## src/hw/rtl/cwdc_pkg.sv

```systemverilog
// ----------------------------------------------------------------------------
// cwdc_pkg
// Shared constants, register codes and types of the chroma centroid block.
// ----------------------------------------------------------------------------
`default_nettype none

package cwdc_pkg;

	localparam int MAX_ROW_MACROPIXELS_DEF = 256;
	localparam int MAX_ROWS_DEF            = 256;

	localparam int DATA_W     = 8;   // chroma byte
	localparam int SQ_W       = 16;  // one squared difference
	localparam int WEIGHT_W   = 17;  // sum of two squares
	localparam int ROW_MP_W   = 9;   // row_macropixels register
	localparam int CFG_IDX_W  = 3;
	localparam int CFG_DATA_W = 9;
	localparam int CX_W       = 10;
	localparam int CY_W       = 9;

	localparam logic [DATA_W-1:0]   U_CENTER_RST = 8'd157;
	localparam logic [DATA_W-1:0]   U_HALF_RST   = 8'd20;
	localparam logic [DATA_W-1:0]   V_CENTER_RST = 8'd110;
	localparam logic [DATA_W-1:0]   V_HALF_RST   = 8'd25;
	localparam logic [ROW_MP_W-1:0] ROW_MP_RST   = 9'd160;

	typedef enum logic [CFG_IDX_W-1:0] {
		REG_U_CENTER = 3'd0,
		REG_U_HALF   = 3'd1,
		REG_V_CENTER = 3'd2,
		REG_V_HALF   = 3'd3,
		REG_ROW_MP   = 3'd4
	} cfg_reg_e;

	typedef struct packed {
		logic [DATA_W-1:0]   u_center;
		logic [DATA_W-1:0]   u_half;
		logic [DATA_W-1:0]   v_center;
		logic [DATA_W-1:0]   v_half;
		logic [ROW_MP_W-1:0] row_mp;
	} cfg_t;

endpackage

`default_nettype wire

```

## src/hw/rtl/cwdc_ifs.sv

```systemverilog
// ----------------------------------------------------------------------------
// cwdc_ifs
// Valid/ready channels: macropixel items in, centroid items out.
// ----------------------------------------------------------------------------
`default_nettype none

interface cwdc_in_if;
	import cwdc_pkg::*;
	logic              valid;
	logic              ready;
	logic [DATA_W-1:0] cam_u;
	logic [DATA_W-1:0] cam_v;
	logic [DATA_W-1:0] ref_u;
	logic [DATA_W-1:0] ref_v;
	logic              frame_end;

	modport source (output valid, cam_u, cam_v, ref_u, ref_v, frame_end, input ready);
	modport sink   (input valid, cam_u, cam_v, ref_u, ref_v, frame_end, output ready);
endinterface

interface cwdc_out_if;
	import cwdc_pkg::*;
	logic                   valid;
	logic                   ready;
	logic                   found;
	logic signed [CX_W-1:0] center_x;
	logic signed [CY_W-1:0] center_y;

	modport source (output valid, found, center_x, center_y, input ready);
	modport sink   (input valid, found, center_x, center_y, output ready);
endinterface

`default_nettype wire

```

## src/hw/rtl/chroma_window_diff_centroid.sv

```systemverilog
// ----------------------------------------------------------------------------
// chroma_window_diff_centroid
// Throughput: one macropixel item per cycle while no frame total waits for queue
// room; config registers reset to defaults. Results come from the shared
// bit-serial divider (QW = counter width, 8 by default).
// Frames shorter than the divide time stall input once the two-entry queue fills.
// Reset clears counters, accumulators, queue and output; no clearing pass.
// ----------------------------------------------------------------------------
`default_nettype none

module chroma_window_diff_centroid #(
	parameter int MAX_ROW_MACROPIXELS = cwdc_pkg::MAX_ROW_MACROPIXELS_DEF,
	parameter int MAX_ROWS            = cwdc_pkg::MAX_ROWS_DEF
) (
	input  wire                             clk,
	input  wire                             arst_n,
	cwdc_in_if.sink                         in_ch,
	cwdc_out_if.source                      out_ch,
	input  wire                             cfg_we,
	input  wire [cwdc_pkg::CFG_IDX_W-1:0]   cfg_index,
	input  wire [cwdc_pkg::CFG_DATA_W-1:0]  cfg_data
);
	import cwdc_pkg::*;

	localparam int CW     = $clog2(MAX_ROW_MACROPIXELS);
	localparam int RW     = $clog2(MAX_ROWS);
	localparam int QW     = (CW > RW) ? CW : RW;
	localparam int WSUM_W = WEIGHT_W + CW + RW + 1;
	localparam int MOM_W  = WSUM_W + QW;
	// one queue entry: weight sum, column moment, row moment
	localparam int ENT_W  = WSUM_W + 2 * MOM_W;

	cfg_t cfg_q;

	logic             fq_valid, fq_ready;
	logic [ENT_W-1:0] fq_data;
	logic             qb_valid, qb_ready;
	logic [ENT_W-1:0] qb_data;

	// Config writes must land only while idle (the block does not enforce this), so no shadowing is needed.
	// Indexes past the register list are ignored.
	always_ff @(posedge clk or negedge arst_n) begin
		if (!arst_n) begin
			cfg_q.u_center <= U_CENTER_RST;
			cfg_q.u_half   <= U_HALF_RST;
			cfg_q.v_center <= V_CENTER_RST;
			cfg_q.v_half   <= V_HALF_RST;
			cfg_q.row_mp   <= ROW_MP_RST;
		end else if (cfg_we) begin
			unique case (cfg_index)
				REG_U_CENTER: cfg_q.u_center <= cfg_data[DATA_W-1:0];
				REG_U_HALF:   cfg_q.u_half   <= cfg_data[DATA_W-1:0];
				REG_V_CENTER: cfg_q.v_center <= cfg_data[DATA_W-1:0];
				REG_V_HALF:   cfg_q.v_half   <= cfg_data[DATA_W-1:0];
				REG_ROW_MP:   cfg_q.row_mp   <= cfg_data[ROW_MP_W-1:0];
				default:      cfg_q          <= cfg_q;
			endcase
		end
	end

	// front: window test, weights, moments, accumulation (3 stages + acc)
	cwdc_front #(
		.MAX_ROW_MACROPIXELS(MAX_ROW_MACROPIXELS),
		.MAX_ROWS(MAX_ROWS),
		.ENT_W(ENT_W)
	) u_front (
		.clk(clk),
		.arst_n(arst_n),
		.cfg(cfg_q),
		.in_ch(in_ch),
		.q_valid(fq_valid),
		.q_ready(fq_ready),
		.q_data(fq_data)
	);

	// frame totals wait here while the divider is busy
	cwdc_queue #(
		.W(ENT_W),
		.DEPTH(2)
	) u_queue (
		.clk(clk),
		.arst_n(arst_n),
		.in_valid(fq_valid),
		.in_ready(fq_ready),
		.in_data(fq_data),
		.out_valid(qb_valid),
		.out_ready(qb_ready),
		.out_data(qb_data)
	);

	// back: two divisions on one shared unit, then the output register
	cwdc_back #(
		.MAX_ROW_MACROPIXELS(MAX_ROW_MACROPIXELS),
		.MAX_ROWS(MAX_ROWS),
		.ENT_W(ENT_W)
	) u_back (
		.clk(clk),
		.arst_n(arst_n),
		.in_valid(qb_valid),
		.in_ready(qb_ready),
		.in_data(qb_data),
		.out_ch(out_ch)
	);

endmodule

`default_nettype wire

```

## src/hw/rtl/cwdc_front.sv

```systemverilog
// ----------------------------------------------------------------------------
// cwdc_front
// Takes items, tests the chroma windows, forms weights and moments and
// accumulates them; pushes the frame totals on the frame's last item.
// ----------------------------------------------------------------------------
`default_nettype none

module cwdc_front #(
	parameter int MAX_ROW_MACROPIXELS = cwdc_pkg::MAX_ROW_MACROPIXELS_DEF,
	parameter int MAX_ROWS            = cwdc_pkg::MAX_ROWS_DEF,
	parameter int ENT_W               = 118
) (
	input  wire                 clk,
	input  wire                 arst_n,
	input  wire cwdc_pkg::cfg_t cfg,
	cwdc_in_if.sink             in_ch,
	output logic                q_valid,
	input  wire                 q_ready,
	output logic [ENT_W-1:0]    q_data
);
	import cwdc_pkg::*;

	localparam int CW     = $clog2(MAX_ROW_MACROPIXELS);
	localparam int RW     = $clog2(MAX_ROWS);
	localparam int QW     = (CW > RW) ? CW : RW;
	localparam int WSUM_W = WEIGHT_W + CW + RW + 1;
	localparam int MOM_W  = WSUM_W + QW;
	localparam int CMPW   = (CW + 1 > ROW_MP_W) ? CW + 1 : ROW_MP_W;

	logic adv;
	logic take;

	// position counters
	logic [CW-1:0]   col_q;
	logic [RW-1:0]   row_q;
	logic [CMPW-1:0] width_eff;
	logic            col_wrap;

	// window test and squares
	logic                   u_hit, v_hit;
	logic signed [DATA_W:0] du, dv;
	logic signed [2*DATA_W+1:0] squ, sqv;

	logic                v_s1, hit_s1, last_s1;
	logic [SQ_W-1:0]     squ_s1, sqv_s1;
	logic [CW-1:0]       col_s1;
	logic [RW-1:0]       row_s1;

	logic                v_s2, last_s2;
	logic [WEIGHT_W-1:0] w_s2;
	logic [CW-1:0]       col_s2;
	logic [RW-1:0]       row_s2;

	logic                     v_s3, last_s3;
	logic [WEIGHT_W-1:0]      w_s3;
	logic [WEIGHT_W+CW-1:0]   wc_s3;
	logic [WEIGHT_W+RW-1:0]   wr_s3;

	logic [WSUM_W-1:0] wsum_q, wsum_nxt;
	logic [MOM_W-1:0]  cmom_q, cmom_nxt, rmom_q, rmom_nxt;

	// the whole pipe holds while a frame total waits for queue room
	assign adv         = !(v_s3 && last_s3 && !q_ready);
	assign in_ch.ready = adv;
	assign take        = in_ch.valid && adv;

	always_comb begin
		if (cfg.row_mp == '0) begin
			width_eff = CMPW'(1);
		end else if (CMPW'(cfg.row_mp) > CMPW'(MAX_ROW_MACROPIXELS)) begin
			width_eff = CMPW'(MAX_ROW_MACROPIXELS);
		end else begin
			width_eff = CMPW'(cfg.row_mp);
		end
	end

	assign col_wrap = (CMPW'(col_q) + CMPW'(1)) >= width_eff;

	always_ff @(posedge clk or negedge arst_n) begin
		if (!arst_n) begin
			col_q <= '0;
			row_q <= '0;
		end else if (take) begin
			if (in_ch.frame_end) begin
				col_q <= '0;
				row_q <= '0;
			end else if (col_wrap) begin
				col_q <= '0;
				if (row_q != RW'(MAX_ROWS - 1)) row_q <= row_q + RW'(1);
			end else begin
				col_q <= col_q + CW'(1);
			end
		end
	end

	// inclusive windows without wrap: x >= c - h  <=>  x + h >= c
	assign u_hit = ({1'b0, in_ch.cam_u} + {1'b0, cfg.u_half} >= {1'b0, cfg.u_center}) &&
	               ({1'b0, in_ch.cam_u} <= {1'b0, cfg.u_center} + {1'b0, cfg.u_half});
	assign v_hit = ({1'b0, in_ch.cam_v} + {1'b0, cfg.v_half} >= {1'b0, cfg.v_center}) &&
	               ({1'b0, in_ch.cam_v} <= {1'b0, cfg.v_center} + {1'b0, cfg.v_half});

	assign du  = $signed({1'b0, in_ch.cam_u}) - $signed({1'b0, in_ch.ref_u});
	assign dv  = $signed({1'b0, in_ch.cam_v}) - $signed({1'b0, in_ch.ref_v});
	assign squ = du * du;
	assign sqv = dv * dv;

	always_ff @(posedge clk or negedge arst_n) begin
		if (!arst_n) begin
			v_s1 <= 1'b0;
			v_s2 <= 1'b0;
			v_s3 <= 1'b0;
		end else if (adv) begin
			v_s1 <= take;
			v_s2 <= v_s1;
			v_s3 <= v_s2;
		end
	end

	always_ff @(posedge clk) begin
		if (adv) begin
			hit_s1  <= u_hit && v_hit;
			last_s1 <= in_ch.frame_end;
			squ_s1  <= squ[SQ_W-1:0];
			sqv_s1  <= sqv[SQ_W-1:0];
			col_s1  <= col_q;
			row_s1  <= row_q;

			w_s2    <= hit_s1 ? ({1'b0, squ_s1} + {1'b0, sqv_s1}) : '0;
			last_s2 <= last_s1;
			col_s2  <= col_s1;
			row_s2  <= row_s1;

			w_s3    <= w_s2;
			wc_s3   <= w_s2 * col_s2;
			wr_s3   <= w_s2 * row_s2;
			last_s3 <= last_s2;
		end
	end

	assign wsum_nxt = wsum_q + WSUM_W'(w_s3);
	assign cmom_nxt = cmom_q + MOM_W'(wc_s3);
	assign rmom_nxt = rmom_q + MOM_W'(wr_s3);

	always_ff @(posedge clk or negedge arst_n) begin
		if (!arst_n) begin
			wsum_q <= '0;
			cmom_q <= '0;
			rmom_q <= '0;
		end else if (adv && v_s3) begin
			if (last_s3) begin
				wsum_q <= '0;
				cmom_q <= '0;
				rmom_q <= '0;
			end else begin
				wsum_q <= wsum_nxt;
				cmom_q <= cmom_nxt;
				rmom_q <= rmom_nxt;
			end
		end
	end

	assign q_valid = v_s3 && last_s3;
	assign q_data  = ENT_W'({wsum_nxt, cmom_nxt, rmom_nxt});

endmodule

`default_nettype wire

```

## src/hw/rtl/cwdc_queue.sv

```systemverilog
// ----------------------------------------------------------------------------
// cwdc_queue
// Small flop FIFO of frame totals between accumulation and division.
// ----------------------------------------------------------------------------
`default_nettype none

module cwdc_queue #(
	parameter int W     = 118,
	parameter int DEPTH = 2
) (
	input  wire           clk,
	input  wire           arst_n,
	input  wire           in_valid,
	output logic          in_ready,
	input  wire [W-1:0]   in_data,
	output logic          out_valid,
	input  wire           out_ready,
	output logic [W-1:0]  out_data
);
	localparam int PW = (DEPTH > 1) ? $clog2(DEPTH) : 1;
	localparam int NW = $clog2(DEPTH + 1);

	logic [W-1:0]  mem_q [DEPTH];
	logic [PW-1:0] wr_q, rd_q;
	logic [NW-1:0] cnt_q;
	logic          push, pop;

	assign in_ready  = cnt_q != NW'(DEPTH);
	assign out_valid = cnt_q != '0;
	assign out_data  = mem_q[rd_q];
	assign push      = in_valid && in_ready;
	assign pop       = out_valid && out_ready;

	always_ff @(posedge clk) begin
		if (push) mem_q[wr_q] <= in_data;
	end

	always_ff @(posedge clk or negedge arst_n) begin
		if (!arst_n) begin
			wr_q  <= '0;
			rd_q  <= '0;
			cnt_q <= '0;
		end else begin
			if (push) wr_q <= (wr_q == PW'(DEPTH - 1)) ? '0 : wr_q + PW'(1);
			if (pop)  rd_q <= (rd_q == PW'(DEPTH - 1)) ? '0 : rd_q + PW'(1);
			unique case ({push, pop})
				2'b10:   cnt_q <= cnt_q + NW'(1);
				2'b01:   cnt_q <= cnt_q - NW'(1);
				default: cnt_q <= cnt_q;
			endcase
		end
	end

endmodule

`default_nettype wire

```

## src/hw/rtl/cwdc_back.sv

```systemverilog
// ----------------------------------------------------------------------------
// cwdc_back
// Divides both moments by the weight sum with one shared restoring divider
// and holds the centroid item for the output channel.
// ----------------------------------------------------------------------------
`default_nettype none

module cwdc_back #(
	parameter int MAX_ROW_MACROPIXELS = cwdc_pkg::MAX_ROW_MACROPIXELS_DEF,
	parameter int MAX_ROWS            = cwdc_pkg::MAX_ROWS_DEF,
	parameter int ENT_W               = 118
) (
	input  wire               clk,
	input  wire               arst_n,
	input  wire               in_valid,
	output logic              in_ready,
	input  wire [ENT_W-1:0]   in_data,
	cwdc_out_if.source        out_ch
);
	import cwdc_pkg::*;

	localparam int CW     = $clog2(MAX_ROW_MACROPIXELS);
	localparam int RW     = $clog2(MAX_ROWS);
	localparam int QW     = (CW > RW) ? CW : RW;
	localparam int SW     = (QW > 1) ? $clog2(QW) : 1;
	localparam int WSUM_W = WEIGHT_W + CW + RW + 1;
	localparam int MOM_W  = WSUM_W + QW;

	typedef enum logic [1:0] {S_IDLE, S_DIVX, S_DIVY, S_HOLD} state_t;

	state_t            state_q;
	logic [WSUM_W-1:0] in_wsum, wsum_q;
	logic [MOM_W-1:0]  in_cmom, in_rmom, rmom_q;
	logic [MOM_W-1:0]  rem_q, dsh_q;
	logic [SW-1:0]     step_q;
	logic [QW-1:0]     qx_q, qy_q;
	logic              found_q;
	logic              bit_ge;
	logic [MOM_W-1:0]  rem_nxt;
	logic              out_load;

	logic                   ovalid_q, ofound_q;
	logic signed [CX_W-1:0] ocx_q;
	logic signed [CY_W-1:0] ocy_q;

	assign in_wsum = in_data[ENT_W-1 -: WSUM_W];
	assign in_cmom = in_data[2*MOM_W-1 -: MOM_W];
	assign in_rmom = in_data[MOM_W-1:0];
	assign in_ready = state_q == S_IDLE;

	// one quotient bit per cycle
	assign bit_ge  = rem_q >= dsh_q;
	assign rem_nxt = bit_ge ? rem_q - dsh_q : rem_q;

	// output register takes a new item when empty or being drained
	assign out_load = (state_q == S_HOLD) && (!ovalid_q || out_ch.ready);

	always_ff @(posedge clk or negedge arst_n) begin
		if (!arst_n) begin
			state_q  <= S_IDLE;
			ovalid_q <= 1'b0;
		end else begin
			if (out_load) begin
				ovalid_q <= 1'b1;
			end else if (ovalid_q && out_ch.ready) begin
				ovalid_q <= 1'b0;
			end
			unique case (state_q)
				S_IDLE: begin
					if (in_valid) begin
						wsum_q <= in_wsum;
						rmom_q <= in_rmom;
						rem_q  <= in_cmom;
						dsh_q  <= MOM_W'(in_wsum) << (QW - 1);
						step_q <= SW'(QW - 1);
						qx_q   <= '0;
						qy_q   <= '0;
						found_q <= in_wsum != '0;
						state_q <= (in_wsum != '0) ? S_DIVX : S_HOLD;
					end
				end
				S_DIVX: begin
					qx_q <= QW'({qx_q, bit_ge});
					if (step_q == '0) begin
						rem_q   <= rmom_q;
						dsh_q   <= MOM_W'(wsum_q) << (QW - 1);
						step_q  <= SW'(QW - 1);
						state_q <= S_DIVY;
					end else begin
						rem_q  <= rem_nxt;
						dsh_q  <= dsh_q >> 1;
						step_q <= step_q - SW'(1);
					end
				end
				S_DIVY: begin
					qy_q <= QW'({qy_q, bit_ge});
					rem_q <= rem_nxt;
					dsh_q <= dsh_q >> 1;
					if (step_q == '0) begin
						state_q <= S_HOLD;
					end else begin
						step_q <= step_q - SW'(1);
					end
				end
				S_HOLD: begin
					if (out_load) begin
						ofound_q <= found_q;
						ocx_q    <= found_q ? (CX_W'(qx_q) << 1) : '1;
						ocy_q    <= found_q ? CY_W'(qy_q) : '1;
						state_q  <= S_IDLE;
					end
				end
				default: state_q <= S_IDLE;
			endcase
		end
	end

	assign out_ch.valid    = ovalid_q;
	assign out_ch.found    = ofound_q;
	assign out_ch.center_x = ocx_q;
	assign out_ch.center_y = ocy_q;

endmodule

`default_nettype wire

```

## src/flat_wrapper.sv

```systemverilog
// flat-port wrapper written by rule: the top's interface ports become plain ports
module chroma_window_diff_centroid_flat import cwdc_pkg::*;
#(
	parameter int MAX_ROW_MACROPIXELS = cwdc_pkg::MAX_ROW_MACROPIXELS_DEF,
	parameter int MAX_ROWS            = cwdc_pkg::MAX_ROWS_DEF
)
  (clk, arst_n, cfg_we, cfg_index, cfg_data, in_ch_valid, in_ch_cam_u, in_ch_cam_v, in_ch_ref_u, in_ch_ref_v, in_ch_frame_end, in_ch_ready, out_ch_valid, out_ch_found, out_ch_center_x, out_ch_center_y, out_ch_ready);
  cwdc_in_if in_ch_i ();
  cwdc_out_if out_ch_i ();
  input  wire clk;
  input  wire arst_n;
  input  wire cfg_we;
  input  wire [cwdc_pkg::CFG_IDX_W-1:0] cfg_index;
  input  wire [cwdc_pkg::CFG_DATA_W-1:0] cfg_data;
  input wire logic [$bits(in_ch_i.valid)-1:0] in_ch_valid;
  input wire logic [$bits(in_ch_i.cam_u)-1:0] in_ch_cam_u;
  input wire logic [$bits(in_ch_i.cam_v)-1:0] in_ch_cam_v;
  input wire logic [$bits(in_ch_i.ref_u)-1:0] in_ch_ref_u;
  input wire logic [$bits(in_ch_i.ref_v)-1:0] in_ch_ref_v;
  input wire logic [$bits(in_ch_i.frame_end)-1:0] in_ch_frame_end;
  output wire logic [$bits(in_ch_i.ready)-1:0] in_ch_ready;
  output wire logic [$bits(out_ch_i.valid)-1:0] out_ch_valid;
  output wire logic [$bits(out_ch_i.found)-1:0] out_ch_found;
  output wire logic [$bits(out_ch_i.center_x)-1:0] out_ch_center_x;
  output wire logic [$bits(out_ch_i.center_y)-1:0] out_ch_center_y;
  input wire logic [$bits(out_ch_i.ready)-1:0] out_ch_ready;
  assign in_ch_i.valid = in_ch_valid;
  assign in_ch_i.cam_u = in_ch_cam_u;
  assign in_ch_i.cam_v = in_ch_cam_v;
  assign in_ch_i.ref_u = in_ch_ref_u;
  assign in_ch_i.ref_v = in_ch_ref_v;
  assign in_ch_i.frame_end = in_ch_frame_end;
  assign in_ch_ready = in_ch_i.ready;
  assign out_ch_valid = out_ch_i.valid;
  assign out_ch_found = out_ch_i.found;
  assign out_ch_center_x = out_ch_i.center_x;
  assign out_ch_center_y = out_ch_i.center_y;
  assign out_ch_i.ready = out_ch_ready;
  chroma_window_diff_centroid #(.MAX_ROW_MACROPIXELS(MAX_ROW_MACROPIXELS), .MAX_ROWS(MAX_ROWS)) u_core (.clk(clk), .arst_n(arst_n), .in_ch(in_ch_i), .out_ch(out_ch_i), .cfg_we(cfg_we), .cfg_index(cfg_index), .cfg_data(cfg_data));
endmodule
```

## config.mk

```make
export PLATFORM = sky130hd
export DESIGN_NAME = chroma_window_diff_centroid_flat
export DESIGN_NICKNAME = d
export VERILOG_FILES = /design/src/hw/rtl/cwdc_pkg.sv /design/src/hw/rtl/cwdc_ifs.sv /design/src/hw/rtl/chroma_window_diff_centroid.sv /design/src/hw/rtl/cwdc_front.sv /design/src/hw/rtl/cwdc_queue.sv /design/src/hw/rtl/cwdc_back.sv /design/src/flat_wrapper.sv
export SDC_FILE = /design/constraint.sdc
export NUM_CORES = 2
export LEC_CHECK = 0
export ABC_AREA = 1
export BUFFER_PORTS_ARGS = -buffer_cell sky130_fd_sc_hd__buf_2
export CAP_MARGIN = 40
export CORE_ASPECT_RATIO = 1.75
export CORE_MARGIN = 10
export CORE_UTILIZATION = 40
export DETAILED_ROUTE_END_ITERATION = 7
export SYNTH_ARGS = -nofsm -noshare
export SYNTH_HDL_FRONTEND = slang
export SYNTH_SLANG_ARGS = --single-unit
```

## constraint.sdc

```tcl
create_clock -name clk -period 12.02 [get_ports clk]
set_clock_uncertainty 0.05 [all_clocks]
set_input_delay 0.601 -clock clk [delete_from_list [all_inputs] [get_ports clk]]
set_output_delay 0.601 -clock clk [all_outputs]
set_load 0.005 [all_outputs]
```

After elaboration in Yosys (flattened, before gate mapping)
Memory sizes are Yosys's and may differ from the RTL's.
Index checks and enable logic that the tools add are counted.
- multiplexer cells: 39
- multipliers: 4
- order comparisons: 7
- $add $sub $neg: 19
- reductions and logical operators: 41
- equal/unequal tests: 16
- operators by type and width (operator ; number):
    $mux W42 ; 6
    $pmux W42 S3 ; 2
    $add A42 B25 Y42 ; 2
    $mul A17 B8 Y25 ; 2
    $mux W8 ; 6
    $ge A42 B42 Y1 ; 1
    $sub A42 B42 Y42 ; 1
    $mux W41 ; 1
    $add A8 B8 Y9 ; 4
    $add A34 B17 Y34 ; 1
    $mux W34 ; 1
    $reduce_bool A34 Y1 ; 1
    $mul A9 B9 Y16 ; 2
    $pmux W8 S2 ; 2
    $mux W9 ; 3
    $ge A9 B8 Y1 ; 2
    $le A8 B9 Y1 ; 2
    $reduce_and A3 Y1 ; 6
    $sub A8 B8 Y9 ; 2
    $add A16 B16 Y17 ; 1
    $add A8 B1 Y8 const B ; 2
    $reduce_bool A2 Y1 ; 7
    $ne A2 B2 Y1 const B ; 6
    $logic_and A1 B1 Y1 ; 11
    28 further kinds ; 52
- word-level logic and storage cells: 172
- bits in writable memories: 236
- memories kept: 1
- output and inout port bits: 22
- register bits: 537
- memory list (name ; depth ; bits a word ; rd ports ; clocked after memory_dff ; write ports ; line ; text):
    u_core.u_queue.mem_q ; 2 ; 118 ; 1 ; 0 ; 1 ; cwdc_queue.sv:23 ; logic [W-1:0] mem_q [DEPTH];

Logic depth before layout (Yosys ltp)
- depth after elaboration: 6
- depth in mapped cells: 33
- depth with buffers taken out: 33

By module
A second synthesis with hierarchy kept.
- cells, all modules: 6936
- area, all modules: 57093.5 µm²
- by module, submodules not included (module ; cells each ; times used ; area each (µm²) ; sequential area each (µm²)):
    cwdc_front ; 4597 ; 1 ; 34264.1 ; 7932.6
    cwdc_back ; 1507 ; 1 ; 12225.5 ; 5990.7
    cwdc_queue ; 646 ; 1 ; 8921.1 ; 7186.9
    chroma_window_diff_centroid ; 186 ; 1 ; 1682.9 ; 1047.3

Least setup slack after synthesis
Ideal clock, no wire load.
- path type: flip-flop to flip-flop
- from: reg u_core.u_back.state_q[0]
- to: reg u_core.u_back.found_q, enable pin
- data arrival time: 5.965 ns
- setup slack: 5.399 ns
- cell stages (with the launch flop): 5
- cells stage by stage: dfrtp_1 -> inv_1 -> ha_1 -> inv_1 -> nor3_1
- longest elaborated chain between the ends: 2
- ends and longest elaborated chain (item ; line ; text):
    start, declared ; cwdc_back.sv:31 ; state_t state_q;
    start signal, assigned ; cwdc_back.sv:79 ; state_q <= (in_wsum != '0) ? S_DIVX : S_HOLD;
    $logic_not A2 Y1 ; cwdc_back.sv:68 ; unique case (state_q)
    $reduce_and A3 Y1 (no source line) ; -- ;
    end signal, assigned ; cwdc_back.sv:78 ; found_q <= in_wsum != '0;
    end, declared ; cwdc_back.sv:37 ; logic found_q;
Every way passes these cells.
A chain may end at the register's enable or synchronous reset.

Final worst setup path
- from: in in_ch_cam_v[0]
- to: reg u_core.u_front.sqv_s1[15] (data pin)
- longest elaborated chain between the ends: 2
- ends and longest elaborated chain (item ; line ; text):
    start, declared ; flat_wrapper.sv:17 ; input wire logic [$bits(in_ch_i.cam_v)-1:0] in_ch_cam_v;
    $sub A8 B8 Y9 ; cwdc_front.sv:103 ; assign dv = $signed({1'b0, in_ch.cam_v}) - $signed({1'b0, in_ch.ref_v});
    $mul A9 B9 Y16 ; cwdc_front.sv:105 ; assign sqv = dv * dv;
    named net u_core.u_front.sqv[15] ; cwdc_front.sv:42 ; logic signed [2*DATA_W+1:0] squ, sqv;
    end signal, assigned ; cwdc_front.sv:124 ; sqv_s1 <= sqv[SQ_W-1:0];
    end, declared ; cwdc_front.sv:45 ; logic [SQ_W-1:0] squ_s1, sqv_s1;
The timed path passes the listed nets, and every way through them passes these cells.

==> results.md <==
* Outcome: finished, final reports clean
* Clk network pwr share at 14.6%
* GP Congestion at 0.9547
* Pin count of the biggest net entering global routing at 70
* YS warnings at 0
* Largest area contributor in the netlist: edfxtp_1
* Worst-skew pair later-pin latency at 0.72 ns
* PD cells at 301.0 mW/mm^2
* Reg clk slew, reported paths at 0.06 ns
* Hpwl dp at 120900 um
* Least-Margin Pin Slew at 0.9553 ns
* Crit path max-delay cell type: fa_1
* TNS Setup at 0 ns
* P&R area growth vs syn at 9.723%
* GRT Residual Overflow at 0
* Initial antenna violation count at 2
* Seq pwr share at 27.5%
* Clock Sink Count at 768
* Post-synth ARST share at 24.09%
* Hold Path Class: in2reg
* Die Ht at 507.4 um
* H-Tree Depth at 3
* Max FO, Critical Path at 6
* Critical Path End Type: flop
* Final Cycle Share at 53.42%
* Worst hold path cell count at 3
* Final Setup Violations at 0
* Die W at 298.5 um
* LEAKAGE at 28.31 nW
* CP arrival at 6.80 ns
* Std-Cell Rows at 178
* Mean post-synth cell area at 8.789 sq um
* CP max stage delay at 0.51 ns
* CTS Hold Buffers Added at 1
* EDFF count, synth at 583
* Cell Area, Synth at 0.05431 sq mm
* Worst Hold Margin at 0.1451 ns
* Ys flop type: edfxtp_1
* Cell count after synthesis at 6179
* IO Port Bufs at 71
* Via density at 5.095
* Clock buffer depth at 3
* Fin crit period at 6.421 ns
* I/O Pins at 72
* Antenna viol nets, final at 0
* Max VDD drop at 0.2681 mV
* Ranking of synthesized cells by area: edfxtp_1, nand2_1, fa_1
* Vias in the first global route at 42660
* Initial Util at 40.30%
* FMAX at 0.1557 GHz
* Detailed Routing Iterations Pass 1 at 6
* Total GRT Usage at 19.83%
* Worst relative slew slack at 36.31%
* Number of max-cap violations at 0
* Die area at 0.1515 sq mm
* Vias at 41140
* Ratio of cells with drive above 1 in the final layout at 6.313%
* Post_cts resized at 0
* CTS tree: done
* Yosys reg bits at 768
* Setup CP Type: in2reg
* Worst setup SP type: input port
* Core Box Area at 0.1347 sq mm
* First-pass GRT wire length at 234900 um
* Setup ws final at 5.599 ns
* Switching share of power at 47.00%
* Comb power frac at 57.9%
* Final hold viol count at 0
* P_sw at 8.430 mW
* Total CTS buffers at 76
* Drt wl/cell at 18.91 um
* Utilization after layout at 44.22%
* RSZ-0062 raised after global routing: no
* Fin nets at 6933
* Number of remaining DRC errors at 0
* Worst endpoint required time at 12.40 ns
* Yosys cell types at 62
* Pre-CTS setup slack at 4.867 ns
* Syn_nets at 6903
* Post-Route WL at 152700 um
* Buffer count from post-CTS setup fixing at 0
* Root Driver: clkbuf_16
* DR iter-0 viols at 2306
* R2R depth at 15
* Final Max Tran Viols at 0
* Top cell type's share of synthesized area at 32.24%
* Sequential share of the synthesized area at 40.80%
* Int Pwr at 9.504 mW
## critical path, delay by kind of cell
kind	cells	cell delay (ns)
compound gates	6	0.96
fa+ha+maj	8	3.41
simple gates	7	0.80
buf+inv	7	0.65
xor+xnor	1	0.39
## worst paths after layout
| kind | from | end | slack [ns] |
|---|---|---|---|
| max | in_ch_cam_v[0] | u_core.u_front.sqv_s1[15]$_DFFE_PN_ | 5.60 |
| min | cfg_data[8] | u_core.cfg_q[8]$_DFFE_PN0P_ | 0.15 |
| max reg2reg | u_core.u_front.w_s2[4]$_SDFFCE_PN0N_ | u_core.u_front.wr_s3[21]$_DFFE_PN_ | 6.16 |
| min reg2reg | u_core.u_front.row_s1[2]$_DFFE_PN_ | u_core.u_front.row_s2[2]$_DFFE_PN_ | 0.37 |
| max in group asynchronous | arst_n | u_core.cfg_q[23]$_DFFE_PN1P_ | 9.15 |
| min in group asynchronous | arst_n | u_core.u_front.row_q[4]$_DFFE_PN0P_ | 0.31 |
## layout by cell type (no fill, tap or decap), types with 10 or more instances in the layout
master	count
o21ai_0	296
nor2_1	460
nand3b_1	24
nor2_2	11
dfstp_2	17
and2_1	14
xor2_1	146
fa_1	292
clkbuf_1	11
o21a_1	10
a22o_1	46
edfxtp_1	583
inv_1	990
buf_2	75
nor4_1	15
nand3_1	251
o21ai_1	32
nor3_1	49
o221ai_1	15
nand2_1	1561
nand4_1	47
a21o_1	18
clkinv_2	10
dfrtp_1	167
inv_2	10
ha_1	380
buf_4	44
clkbuf_16	77
xnor2_1	74
o211ai_1	32
a21oi_1	274
bufinv_16	10
o22ai_1	15
or2_2	60
o21bai_1	23
## layer usage
layer	vias to the layer above	wire (um)	global-route usage, %
met4	0	11970	14.07
met5	-	0	0
met2	907	85350	39.44
met3	432	4278	2.166
li1	20010	-	-
met1	19800	51090	18.29
## cells in the mapped netlist (all sizes together), types with 18 or more instances
| master | n |
|---|---|
| nor3 | 54 |
| inv | 1003 |
| nand3 | 253 |
| or2 | 63 |
| nand3b | 24 |
| dfrtp | 168 |
| a21o | 18 |
| o21bai | 23 |
| nand4 | 48 |
| clkbuf | 146 |
| fa | 292 |
| buf | 33 |
| nor2 | 478 |
| edfxtp | 583 |
| a22o | 46 |
| a21oi | 278 |
| o21ai | 331 |
| xor2 | 147 |
| ha | 382 |
| xnor2 | 74 |
| o211ai | 33 |
| nand2 | 1566 |
## power by group through the flow
stage | sequential [mW] | combinational [mW] | clock [mW]
after global routing | 5.01 | 11.7 | 2.77
after floorplan | 4.67 | 7.72 | 0
after CTS | 4.94 | 10.5 | 2.68
after detailed placement | 4.98 | 10.4 | 0
after global placement | 4.98 | 10.2 | 0
final | 4.94 | 10.4 | 2.61
## final cells by class
cell class	instances	area, sq um
diodes	2	5.005
clock buffers	95	2064
clock inverters	47	678.2
fillers	13190	75160
inverters	1007	3789
multi-input cells	4225	27700
flip-flops and latches	768	22160
well taps	1800	2252
repair buffers	131	939.7
## stage by stage
step | area [sq um] | cells | total power [mW]
5_1_grt | 59580 | 8074 | 19.50
3_5_place_dp | 56830 | 7930 | 15.37
6_report | 59590 | 8075 | 17.93
4_1_cts | 59580 | 8073 | 18.08
2_1_floorplan | 54310 | 6179 | 12.39
3_3_place_gp | 56580 | 7913 | 15.17
## cells by family after synthesis
| family | synth area share, % |
|---|---|
| and+or+nand+nor | 19.14 |
| DFF | 40.80 |
| adders and majority gates | 19.57 |
| buffers and inverters | 8.317 |
| xor gates and xnor gates | 3.578 |
| AOI/OAI and AO/OA | 8.601 |
## state kept, by name, indices dropped and copies added, names as in the netlist, 15 cells and up
register,cells
u_core.u_queue.mem_q,236
u_core.u_back.rem_q,42
u_core.u_back.rmom_q,42
u_core.u_front.cmom_q,42
u_core.u_front.rmom_q,42
u_core.cfg_q,41
u_core.u_back.dsh_q,41
u_core.u_back.wsum_q,34
u_core.u_front.wsum_q,34
u_core.u_front.wc_s3,25
u_core.u_front.wr_s3,25
u_core.u_front.w_s2,17
u_core.u_front.w_s3,17
u_core.u_front.squ_s1,15
u_core.u_front.sqv_s1,15
Note: power is estimated with default switching activity, not from simulation.
